===== config.mk =====
export PLATFORM = sky130hd
export DESIGN_NAME = sprite_cellular_automaton_step
export DESIGN_NICKNAME = d
export VERILOG_FILES = /design/src/sv/sca_pkg.sv /design/src/sv/sca_window.sv /design/src/sv/sca_result_fifo.sv /design/src/sv/sprite_cellular_automaton_step.sv
export VERILOG_INCLUDE_DIRS = /design/src /design/src/sv
export SDC_FILE = /design/constraint.sdc
export NUM_CORES = 1
export LEC_CHECK = 0
export BUFFER_PORTS_ARGS = -buffer_cell sky130_fd_sc_hd__clkbuf_2
export CAP_MARGIN = 20
export CORE_ASPECT_RATIO = 1.5
export CORE_MARGIN = 5
export CORE_UTILIZATION = 55
export CTS_CLUSTER_DIAMETER = 80
export DETAILED_ROUTE_END_ITERATION = 10
export HOLD_SLACK_MARGIN = 0.02
export PLACE_DENSITY_LB_ADDON = 0.25
export RECOVER_POWER = 100
export SETUP_SLACK_MARGIN = 0.5
export SLEW_MARGIN = 20
export SYNTH_ARGS = -nofsm -noshare
export SYNTH_HDL_FRONTEND = slang
export SYNTH_SLANG_ARGS = --single-unit

===== constraint.sdc =====
create_clock -name clk -period 8.96 [get_ports clk]
set_clock_uncertainty 0.05 [all_clocks]
set_input_delay 0.448 -clock clk [delete_from_list [all_inputs] [get_ports clk]]
set_output_delay 0.448 -clock clk [all_outputs]
set_load 0.02 [all_outputs]

===== src/sv/assert_macros.svh =====
// ----------------------------------------------------------------------------
// Assertion macros
// Concurrent assertion wrappers, compiled out for synthesis.
// ----------------------------------------------------------------------------
`ifndef ASSERT_MACROS_SVH
`define ASSERT_MACROS_SVH

`ifndef SYNTHESIS

// Check a property on every rising edge, disabled while reset is high.
`define SCA_ASSERT(lbl, clk, rst, prop, msg) \
  lbl: assert property (@(posedge clk) disable iff (rst) prop) else $error(msg);

// Check a property on every rising edge, reset included.
`define SCA_ASSERT_ALWAYS(lbl, clk, prop, msg) \
  lbl: assert property (@(posedge clk) prop) else $error(msg);

`else

`define SCA_ASSERT(lbl, clk, rst, prop, msg)
`define SCA_ASSERT_ALWAYS(lbl, clk, prop, msg)

`endif

`endif


===== src/sv/sca_pkg.sv =====
// ----------------------------------------------------------------------------
// sca_pkg
// Shared constants, types and cell rule for the automaton step block.
// ----------------------------------------------------------------------------
package sca_pkg;

  localparam int GRID_SIZE = 16;
  localparam int COLS      = GRID_SIZE / 2;
  localparam int ROW_W     = $clog2(GRID_SIZE);
  localparam int BITS_W    = 8;
  localparam int RNUM_W    = 4;
  localparam int DEPTH     = 8;
  localparam int PTR_W     = $clog2(DEPTH);
  localparam int CNT_W     = $clog2(DEPTH + 1);

  typedef logic [COLS-1:0]  line_t;
  typedef logic [ROW_W-1:0] row_idx_t;

  typedef struct packed {
    logic [BITS_W-1:0] new_row_bits;
    logic [RNUM_W-1:0] row_number;
    logic              last;
  } result_t;

  // Results of one row: the previous row, then the final row on frame end.
  typedef struct packed {
    logic    push_a;
    logic    push_b;
    result_t res_a;
    result_t res_b;
  } push_t;

  function automatic line_t widen_row(logic [BITS_W-1:0] v);
    logic [COLS+BITS_W-1:0] t;
    t = {{COLS{1'b0}}, v};
    return t[COLS-1:0];
  endfunction

  function automatic logic [BITS_W-1:0] narrow_row(line_t v);
    logic [COLS+BITS_W-1:0] t;
    t = {{BITS_W{1'b0}}, v};
    return t[BITS_W-1:0];
  endfunction

  function automatic logic [RNUM_W-1:0] row_num(row_idx_t r);
    logic [RNUM_W+ROW_W-1:0] t;
    t = {{RNUM_W{1'b0}}, r};
    return t[RNUM_W-1:0];
  endfunction

  // One generation of the middle row; the axis column has no right neighbour.
  function automatic line_t evolve(line_t up, line_t mid, line_t dn);
    line_t      res;
    logic [COLS:0] mid_ext;
    logic [2:0] n;
    res     = mid;
    mid_ext = {1'b0, mid};
    for (int x = 1; x < COLS; x++) begin
      n = 3'(up[x]) + 3'(dn[x]) + 3'(mid_ext[x-1]) + 3'(mid_ext[x+1]);
      res[x] = mid[x] ? (n == 3'd2 || n == 3'd3) : (n <= 3'd1);
    end
    return res;
  endfunction

endpackage


===== src/sv/sca_window.sv =====
// ----------------------------------------------------------------------------
// sca_window
// Input register, two line buffers, row counter and the cell rule.
// ----------------------------------------------------------------------------
module sca_window import sca_pkg::*; (
  input  logic              clk,
  input  logic              rst,
  input  logic              in_take,
  input  logic [BITS_W-1:0] in_row_bits,
  input  logic              in_first_row,
  output logic              busy,
  output push_t             push
);

  logic     in_valid;
  line_t    in_row;
  logic     in_first;
  line_t    upper_line;
  line_t    middle_line;
  row_idx_t rows_seen;
  row_idx_t rows_seen_next;
  row_idx_t r;
  row_idx_t prev_row;
  logic     emit_a;
  logic     emit_b;
  line_t    bits_a;

  always_ff @(posedge clk) begin
    if (rst) begin
      in_valid <= 1'b0;
    end else begin
      in_valid <= in_take;
    end
    if (in_take) begin
      in_row   <= widen_row(in_row_bits);
      in_first <= in_first_row;
    end
  end

  always_comb begin
    r        = in_first ? '0 : rows_seen;
    prev_row = r - 1'b1;
    emit_a   = in_valid && (r != '0);
    emit_b   = in_valid && (r == row_idx_t'(GRID_SIZE - 1));
    // row 0 is a border row and passes through
    bits_a   = (prev_row == '0) ? middle_line : evolve(upper_line, middle_line, in_row);
    rows_seen_next = emit_b ? '0 : r + 1'b1;

    push.push_a             = emit_a;
    push.push_b             = emit_b;
    push.res_a.new_row_bits = narrow_row(bits_a);
    push.res_a.row_number   = row_num(prev_row);
    push.res_a.last         = 1'b0;
    push.res_b.new_row_bits = narrow_row(in_row);
    push.res_b.row_number   = row_num(r);
    push.res_b.last         = 1'b1;
  end

  always_ff @(posedge clk) begin
    if (rst) begin
      upper_line  <= '0;
      middle_line <= '0;
      rows_seen   <= '0;
    end else if (in_valid) begin
      upper_line  <= middle_line;
      middle_line <= in_row;
      rows_seen   <= rows_seen_next;
    end
  end

  assign busy = in_valid;

endmodule


===== src/sv/sca_result_fifo.sv =====
// ----------------------------------------------------------------------------
// sca_result_fifo
// Result queue taking up to two words per cycle and giving one while out_ready is high.
// ----------------------------------------------------------------------------
module sca_result_fifo import sca_pkg::*; (
  input  logic             clk,
  input  logic             rst,
  input  push_t            push,
  output logic             out_valid,
  output result_t          out_data,
  input  logic             out_ready,
  output logic [CNT_W-1:0] count
);

  result_t          mem [DEPTH];
  logic [PTR_W-1:0] wr_ptr;
  logic [PTR_W-1:0] rd_ptr;
  logic [PTR_W-1:0] wr_ptr_b;
  logic             pop;
  logic [1:0]       n_push;

  assign out_valid = (count != '0);
  assign out_data  = mem[rd_ptr];
  assign pop       = out_valid && out_ready;
  assign wr_ptr_b  = push.push_a ? wr_ptr + 1'b1 : wr_ptr;
  assign n_push    = 2'(push.push_a) + 2'(push.push_b);

  always_ff @(posedge clk) begin
    if (push.push_a) begin
      mem[wr_ptr] <= push.res_a;
    end
    if (push.push_b) begin
      mem[wr_ptr_b] <= push.res_b;
    end
  end

  always_ff @(posedge clk) begin
    if (rst) begin
      wr_ptr <= '0;
      rd_ptr <= '0;
      count  <= '0;
    end else begin
      wr_ptr <= wr_ptr + PTR_W'(n_push);
      if (pop) begin
        rd_ptr <= rd_ptr + 1'b1;
      end
      count <= count + CNT_W'(n_push) - CNT_W'(pop);
    end
  end

endmodule


===== src/sv/sprite_cellular_automaton_step.sv =====
// ----------------------------------------------------------------------------
// sprite_cellular_automaton_step
// One automaton generation on a streamed half-width sprite grid.
// ----------------------------------------------------------------------------
// Takes one row per clock while s_tready is high. The first result word of
// an input word passes through the input register, the cell rule over all
// columns side by side, then the result queue. The final-row word of a frame
// is queued with it and leaves after it. Each row after the first yields the
// row before it; the final row of a frame also yields itself, so a frame of
// 16 rows gives 16 words. The eight-entry result queue sets the rate under
// back-pressure: a word is taken only while the queue has room for two
// results from it and two more from a word still in the input register.
`include "assert_macros.svh"

module sprite_cellular_automaton_step import sca_pkg::*; (
  input  logic        clk,
  input  logic        rst,
  input  logic        s_tvalid,
  output logic        s_tready,
  input  logic [7:0]  s_tdata,   // [7:0] row_bits
  input  logic        s_tuser,   // [0] first_row
  output logic        m_tvalid,
  input  logic        m_tready,
  output logic [15:0] m_tdata,   // [7:0] new_row_bits, [11:8] row_number, pad
  output logic        m_tlast
);

  logic             in_take;
  logic             busy;
  push_t            push;
  result_t          res;
  logic [CNT_W-1:0] count;
  logic [CNT_W:0]   committed;

  // room for the word in flight and the new one, two results each
  assign committed = {1'b0, count} + (busy ? (CNT_W+1)'(2) : '0);
  assign s_tready  = (committed <= (CNT_W+1)'(DEPTH - 2));
  assign in_take   = s_tvalid && s_tready;

  sca_window u_window (
    .clk          (clk),
    .rst          (rst),
    .in_take      (in_take),
    .in_row_bits  (s_tdata),
    .in_first_row (s_tuser),
    .busy         (busy),
    .push         (push)
  );

  sca_result_fifo u_fifo (
    .clk       (clk),
    .rst       (rst),
    .push      (push),
    .out_valid (m_tvalid),
    .out_data  (res),
    .out_ready (m_tready),
    .count     (count)
  );

  assign m_tdata = {4'b0000, res.row_number, res.new_row_bits};
  assign m_tlast = res.last;

  `SCA_ASSERT(a_no_overflow, clk, rst, count <= CNT_W'(DEPTH), "result queue overflow")
  `SCA_ASSERT(a_pair_ends_frame, clk, rst, push.push_b |-> push.push_a, "final row pushed alone")
  `SCA_ASSERT(a_pop_moves_count, clk, rst, (m_tvalid && m_tready && !push.push_a) |=> count == $past(count) - 1'b1, "queue count missed a pop")
  `SCA_ASSERT_ALWAYS(a_reset_empty, clk, rst |=> !m_tvalid, "output valid after reset")

endmodule

Yosys cells after proc, flatten, opt, wreduce, memory -nomap -nowiden
Memory sizes are Yosys's and may differ from the RTL's. A register that Yosys moved wholly into a read port is not among the register bits.
Index checks and enable logic that the tools add are counted.
{"block": "classes", "add_sub_neg": 29, "order_cmp": 8, "n_eq_ne": 15, "muxes": 18, "n_reduce_logical": 14}
{"operator": "$eq 3x2->1 const B", "n": 14}
{"operator": "$add 3x1->3", "n": 13}
{"operator": "$le 3x1->1 const B", "n": 7}
{"operator": "$add 1x1->2", "n": 8}
{"operator": "$mux 1", "n": 11}
{"operator": "$mux 3", "n": 3}
{"operator": "$mux 4", "n": 2}
{"operator": "$mux 8", "n": 1}
{"operator": "$reduce_bool 4->1", "n": 2}
{"operator": "$logic_or 1x1->1", "n": 7}
{"operator": "$add 3x1->3 const B", "n": 2}
{"operator": "$add 4x2->5", "n": 1}
{"operator": "$le 5x3->1 const B", "n": 1}
{"operator": "$add 4x1->4 const B", "n": 1}
{"operator": "$add 4x2->4", "n": 1}
{"operator": "$eq 4x4->1 const B", "n": 1}
{"operator": "$logic_and 1x1->1", "n": 4}
{"operator": "$logic_not 4->1", "n": 1}
{"operator": "$sub 4x1->4", "n": 1}
{"operator": "$sub 4x1->4 const B", "n": 1}
{"operator": "$add 3x2->3", "n": 1}
{"operator": "$mux 2", "n": 1}
{"block": "totals", "regBits": 40, "ramBits": 104, "input_bits": 13, "out_inout_bits": 19, "n_memories": 1}
{"memory": "u_fifo.mem", "depth": 8, "word_bits": 13, "read_ports": 1, "rd_clocked_by_memory_dff": 1, "wr": 2, "line_no": "sca_result_fifo.sv:15", "rtl": "result_t mem [DEPTH];"}

Longest topological paths before layout
{"block": "logic_depth", "ltp_word": 7, "depth_mapped": 17, "mapped_depth_nobuf": 15}

Modules after synthesis
A second synthesis with hierarchy kept.
{"block": "hier_totals", "hier_cells": 568, "hier_area_um2": 8354.3}
{"module": "sca_result_fifo", "n_inst": 1, "cells_per_inst": 366, "area_each_um2": 6427.4, "seq_area_each_um2": 3383.2}
{"module": "sca_window", "n_inst": 1, "cells_per_inst": 187, "area_each_um2": 1826.8, "seq_area_each_um2": 670.6}
{"module": "sprite_cellular_automaton_step", "n_inst": 1, "cells_per_inst": 15, "area_each_um2": 100.1, "seq_area_each_um2": 0.0}

Least setup slack after synthesis
OpenSTA, ideal clock, no wires.
{"block": "synth_path", "path_kind": "reg2reg", "start": "register u_window.in_first", "end": "register u_fifo.count[3]", "arrival_ns": 3.053, "required_time_ns": 8.782, "slack_ns": 5.729, "stages_incl_launch_ff": 18, "path_buffers": 2, "path_cell_list": "edfxtp_1 nor2b_1 clkbuf_1 inv_1 ha_1 clkbuf_2 inv_1 o21ai_4 inv_4 ha_1 inv_1 ha_1 inv_1 ha_1 a21o_1 a21oi_1 xnor2_1 nor2_1"}
{"block": "synth_via", "elab_chain_cells": 6}
{"element": "from (decl)", "line_no": "sca_window.sv:17", "rtl": "logic in_first;"}
{"element": "from (signal assigned)", "line_no": "sca_window.sv:36", "rtl": "in_first <= in_first_row;"}
{"element": "$mux 4 (*)", "line_no": "sca_window.sv:41", "rtl": "r = in_first ? '0 : rows_seen;"}
{"element": "$eq 4x4->1 or $reduce_bool 4->1 (tied branches)", "line_no": "sca_window.sv:44, sca_window.sv:43"}
{"element": "$logic_and 1x1->1, on equally long branches", "line_no": "sca_window.sv:44, sca_window.sv:43"}
{"element": "$add 1x1->2 (*)", "line_no": "sca_result_fifo.sv:26", "rtl": "assign n_push = 2'(push.push_a) + 2'(push.push_b);"}
{"element": "$add 4x2->4 (*)", "line_no": "sca_result_fifo.sv:47", "rtl": "count <= count + CNT_W'(n_push) - CNT_W'(pop);"}
{"element": "$sub 4x1->4 (*)", "line_no": "sca_result_fifo.sv:47"}
{"element": "to (signal assigned)", "line_no": "sca_result_fifo.sv:47"}
{"element": "to (decl)", "line_no": "sca_result_fifo.sv:12", "rtl": "output logic [CNT_W-1:0] count"}
Every way passes the cells marked *; elsewhere a longest branch is shown, timed or not.
A chain may end at the register's enable or synchronous reset.

==> metrics.csv <==
stage;metric;value;unit
setup_path;worst_ep_required_time;8.96;ns
floorplanning;start_util;56.3;%
setup_path;crit_type;reg2reg;
layout;num-fill-cells;1103;
layout;seq_area;3970;um^2
placement;place_ws;5.09;ns
setup_path;cp_num_cells;9;
synth;ys_seq_elements;146;
route;drc;0;
power_and_ir_drop;combPwrFrac;24.4;%
cts;numCtsBuffers;17;
power_and_ir_drop;p_int;1.40;mW
layout;syn_to_final_growth;8.68;%
global_routing;grt-ovfl-total;0;
synth;syn_avg_cell_area;12.3;um^2
cts;path_clk_slew;0.06;ns
run_status;status;finished, violations left;
placement;io_buffer_count;27;
run_status;violations;capacitance limit, slew limit;
setup_path;slowest_delay;0.80;ns
sta;slew-limit-headroom;-21.1;%
synth;synth_edf_count;105;
cts;htree_levels;4;
setup_path;crit_slowest_cell;o311ai_0;
floorplanning;ioPinCount;32;
cts;clockRootBuffer;clkbuf_16;
route;ant_nets;0;
layout;fin_area;8290;um^2
setup_path;arrival;4.57;ns
sta;fin_ws;4.39;ns
floorplanning;core.rowCount;52;
cts;clkLatencyLatePin;0.42;ns
cts;cts_hold_buf;0;
synth;synth-xor-area-share;1.03;%
synth;synth_top_family_by_area;compound AO/OA/AOI/OAI gates;
layout;postLayoutCoreUtil;61.2;%
setup_path;crit_fanout;14;
cts;postCtsResizedCells;0;
sta;worst_pin_slew;1.81;ns
setup_path;cp_top_family;simple AND/OR/NAND/NOR gates;
min_path;hold_class;in2reg;
cts;clk_path_buf_depth;2;
placement;place.gp.congestion;0.953;
route;wl_per_cell;22.1;um
cts;cts_tree;yes;
cts;cts_num_sinks;146;
sta;fmax;219;MHz
power_and_ir_drop;p_clk_share;35.4;%
layout;antenna_cells;0;
route;vias;5079;
synth;ys_warn_count;0;
global_routing;antenna_found_initial;0;
synth;synth_compound_gate_area_share;13.2;%
synth;synth_fa_ha_area_share;8.67;%
route;drtIter0Drc;487;
layout;layout.nets;690;
sta;period_minus_slack;4.57;ns
sta;post-route-period-util;51.0;%
placement;hpwl;12800;um
synth;synthArstFlopShare;0;%
synth;ys_seq_area_share;52.1;%
sta;setup_tns;0;ns
power_and_ir_drop;p_switching;623;uW
cts;post_cts_buffers;0;
floorplanning;die_area;16400;um^2
route;firstDrtPassIters;5;
sta;hold_viol;0;
route;drt-total-wl;17700;um
route;met1Wirelength;6550;um
power_and_ir_drop;seq_power_share;40.2;%
layout;drive_above_1_share;14.6;%
global_routing;grt_pass1_wl;28600;um
route;via_per_inst;6.32;
setup_path;critPathBufInv;3;
setup_path;cp-end-kind;flop;
synth;synth.area.mux_share;12.0;%
min_path;hold_depth;1;
placement;placed_cell_area;7780;um^2
layout;final_common_cell;edfxtp_1;
power_and_ir_drop;ir_worst_vdd;147;uV
sta;rsz0062_at_grt;false;
floorplanning;die_y;154;um
floorplanning;fp.coreArea;13500;um^2
sta;fin_hold_ws;0.155;ns
layout;final_cell_mix;edfxtp_1 (105), o22ai_1 (51), inv_1 (49);
global_routing;grt_max_degree;32;
setup_path;start_kind;flop;
layout;multi_input_area;3200;um^2
synth;synthFlopType;edfxtp_1;
synth;yosys.area_share.simple;7.68;%
route;routed.top_layer;met4;
setup_path;path_cells;nor2b_1, inv_1, ha_1, inv_1, o21ai_0, clkinvlp_2, o311ai_0, nand2_1, nand2_1;
global_routing;grt_pass1_vias;5202;
power_and_ir_drop;leakage;3.22;nW
power_and_ir_drop;p_per_area;244;nW/um^2
route;wl_met3;954;um
setup_path;r2r_cells;9;
synth;netlist_instances;621;
run;cap_violations;2;
synth;synth_area;7620;um^2
floorplanning;die_w;106;um
global_routing;grt_usage;23.1;%
power_and_ir_drop;switching_share;30.9;%
route;wl_met2;9430;um
synth;synth.distinct_cells;63;
sta;drv_slew;57;
sta;setup_viol;0;
[power by group through the flow]
| stage | clock [mW] | sequential (mW) | combinational, mW |
|---|---|---|---|
| 2_1_floorplan | 0 | 0.782 | 0.404 |
| 3_3_place_gp | 0 | 0.827 | 0.489 |
| 3_5_place_dp | 0 | 0.829 | 0.504 |
| 4_1_cts | 0.716 | 0.815 | 0.507 |
| 5_1_grt | 0.757 | 0.822 | 0.542 |
| 6_report | 0.715 | 0.812 | 0.492 |
[worst reg2reg max path: cells and delay by family (launching register included)]
kind | cells | cell delay (ns)
fa+ha+maj | 1 | 0.28
simple gates | 3 | 1.44
flops | 1 | 0.48
buf+inv | 3 | 0.75
compound gates | 2 | 1.21
[cell families after synthesis]
logic type,after synthesis
buffers and inverters,94
XOR/XNOR,9
multiplexers,57
other,1
adder cells (fa/ha/maj),48
AND/OR/NAND/NOR,122
flip-flops,146
AO/OA/AOI/OAI,144
[metal layers]
layer  vias to the layer above  global-route usage [%]
met5                         -                       0
met4                         0                    11.2
met3                        45                    4.59
met2                       230                    40.4
met1                      2477                    26.8
li1                       2327                       -
[final cells by class]
class,count,share of cell area [%]
clock buffer,19,5.23
clock inverter,13,1.92
inverter,51,2.33
multi-input combinational,384,38.6
sequential,146,48.0
tap,162,2.45
timing repair buffer,29,1.56
[final timing paths]
check	start	endpoint	slack, ns
hold / removal	s_tdata[7]	u_window.in_row[7]	0.15
setup reg to reg	u_window.in_first	u_fifo.mem[0][8]	4.39
setup / recovery	u_window.in_first	u_fifo.mem[0][8]	4.39
hold reg to reg	u_fifo.mem[3][0]	u_fifo.mem[3][0]	0.39
[registers in the layout, summed over array words and instances (netlist names), named ones only]
signal,count
u_window.in_row,8
u_window.middle_line,8
u_fifo.count,4
u_window.upper_line,7
u_window.busy,1
u_fifo.wr_ptr,3
u_window.rows_seen,4
u_window.in_first,1
u_fifo.mem,104
u_fifo.rd_ptr,3
[cell usage after synthesis (all sizes together), types with 2 or more instances]
master / number / area [um^2]
edfxtp: 105 / 3150
o22ai: 51 / 332
inv: 50 / 190
nand2: 42 / 170
dfxtp: 41 / 821
ha: 40 / 500
o21ai: 36 / 195
nor2: 32 / 120
mux4: 26 / 586
buf: 24 / 135
a21oi: 21 / 124
clkbuf: 19 / 72.6
mux2i: 18 / 184
mux2: 13 / 146
nor3: 12 / 60.1
fa: 8 / 160
nor2b: 8 / 50.1
and2: 6 / 37.5
o2111ai: 6 / 52.6
a21o: 5 / 37.5
a32o: 5 / 50.1
xnor2: 5 / 43.8
xor2: 4 / 35.0
a22o: 3 / 26.3
nand2b: 3 / 18.8
nand3: 3 / 15.0
nor3b: 3 / 22.5
o311ai: 3 / 58.8
o32ai: 3 / 26.3
or3: 3 / 18.8
a2111o: 2 / 22.5
and3: 2 / 12.5
nand4: 2 / 12.5
or2: 2 / 12.5
[through the flow]
| step | cells | total power, mW |
|---|---|---|
| detailed placement | 772 | 1.33 |
| finish | 804 | 2.02 |
| global placement | 772 | 1.32 |
| CTS | 804 | 2.04 |
| floorplan | 624 | 1.19 |
| global route | 804 | 2.12 |
No activity file was read; power rests on OpenSTA's default activity.
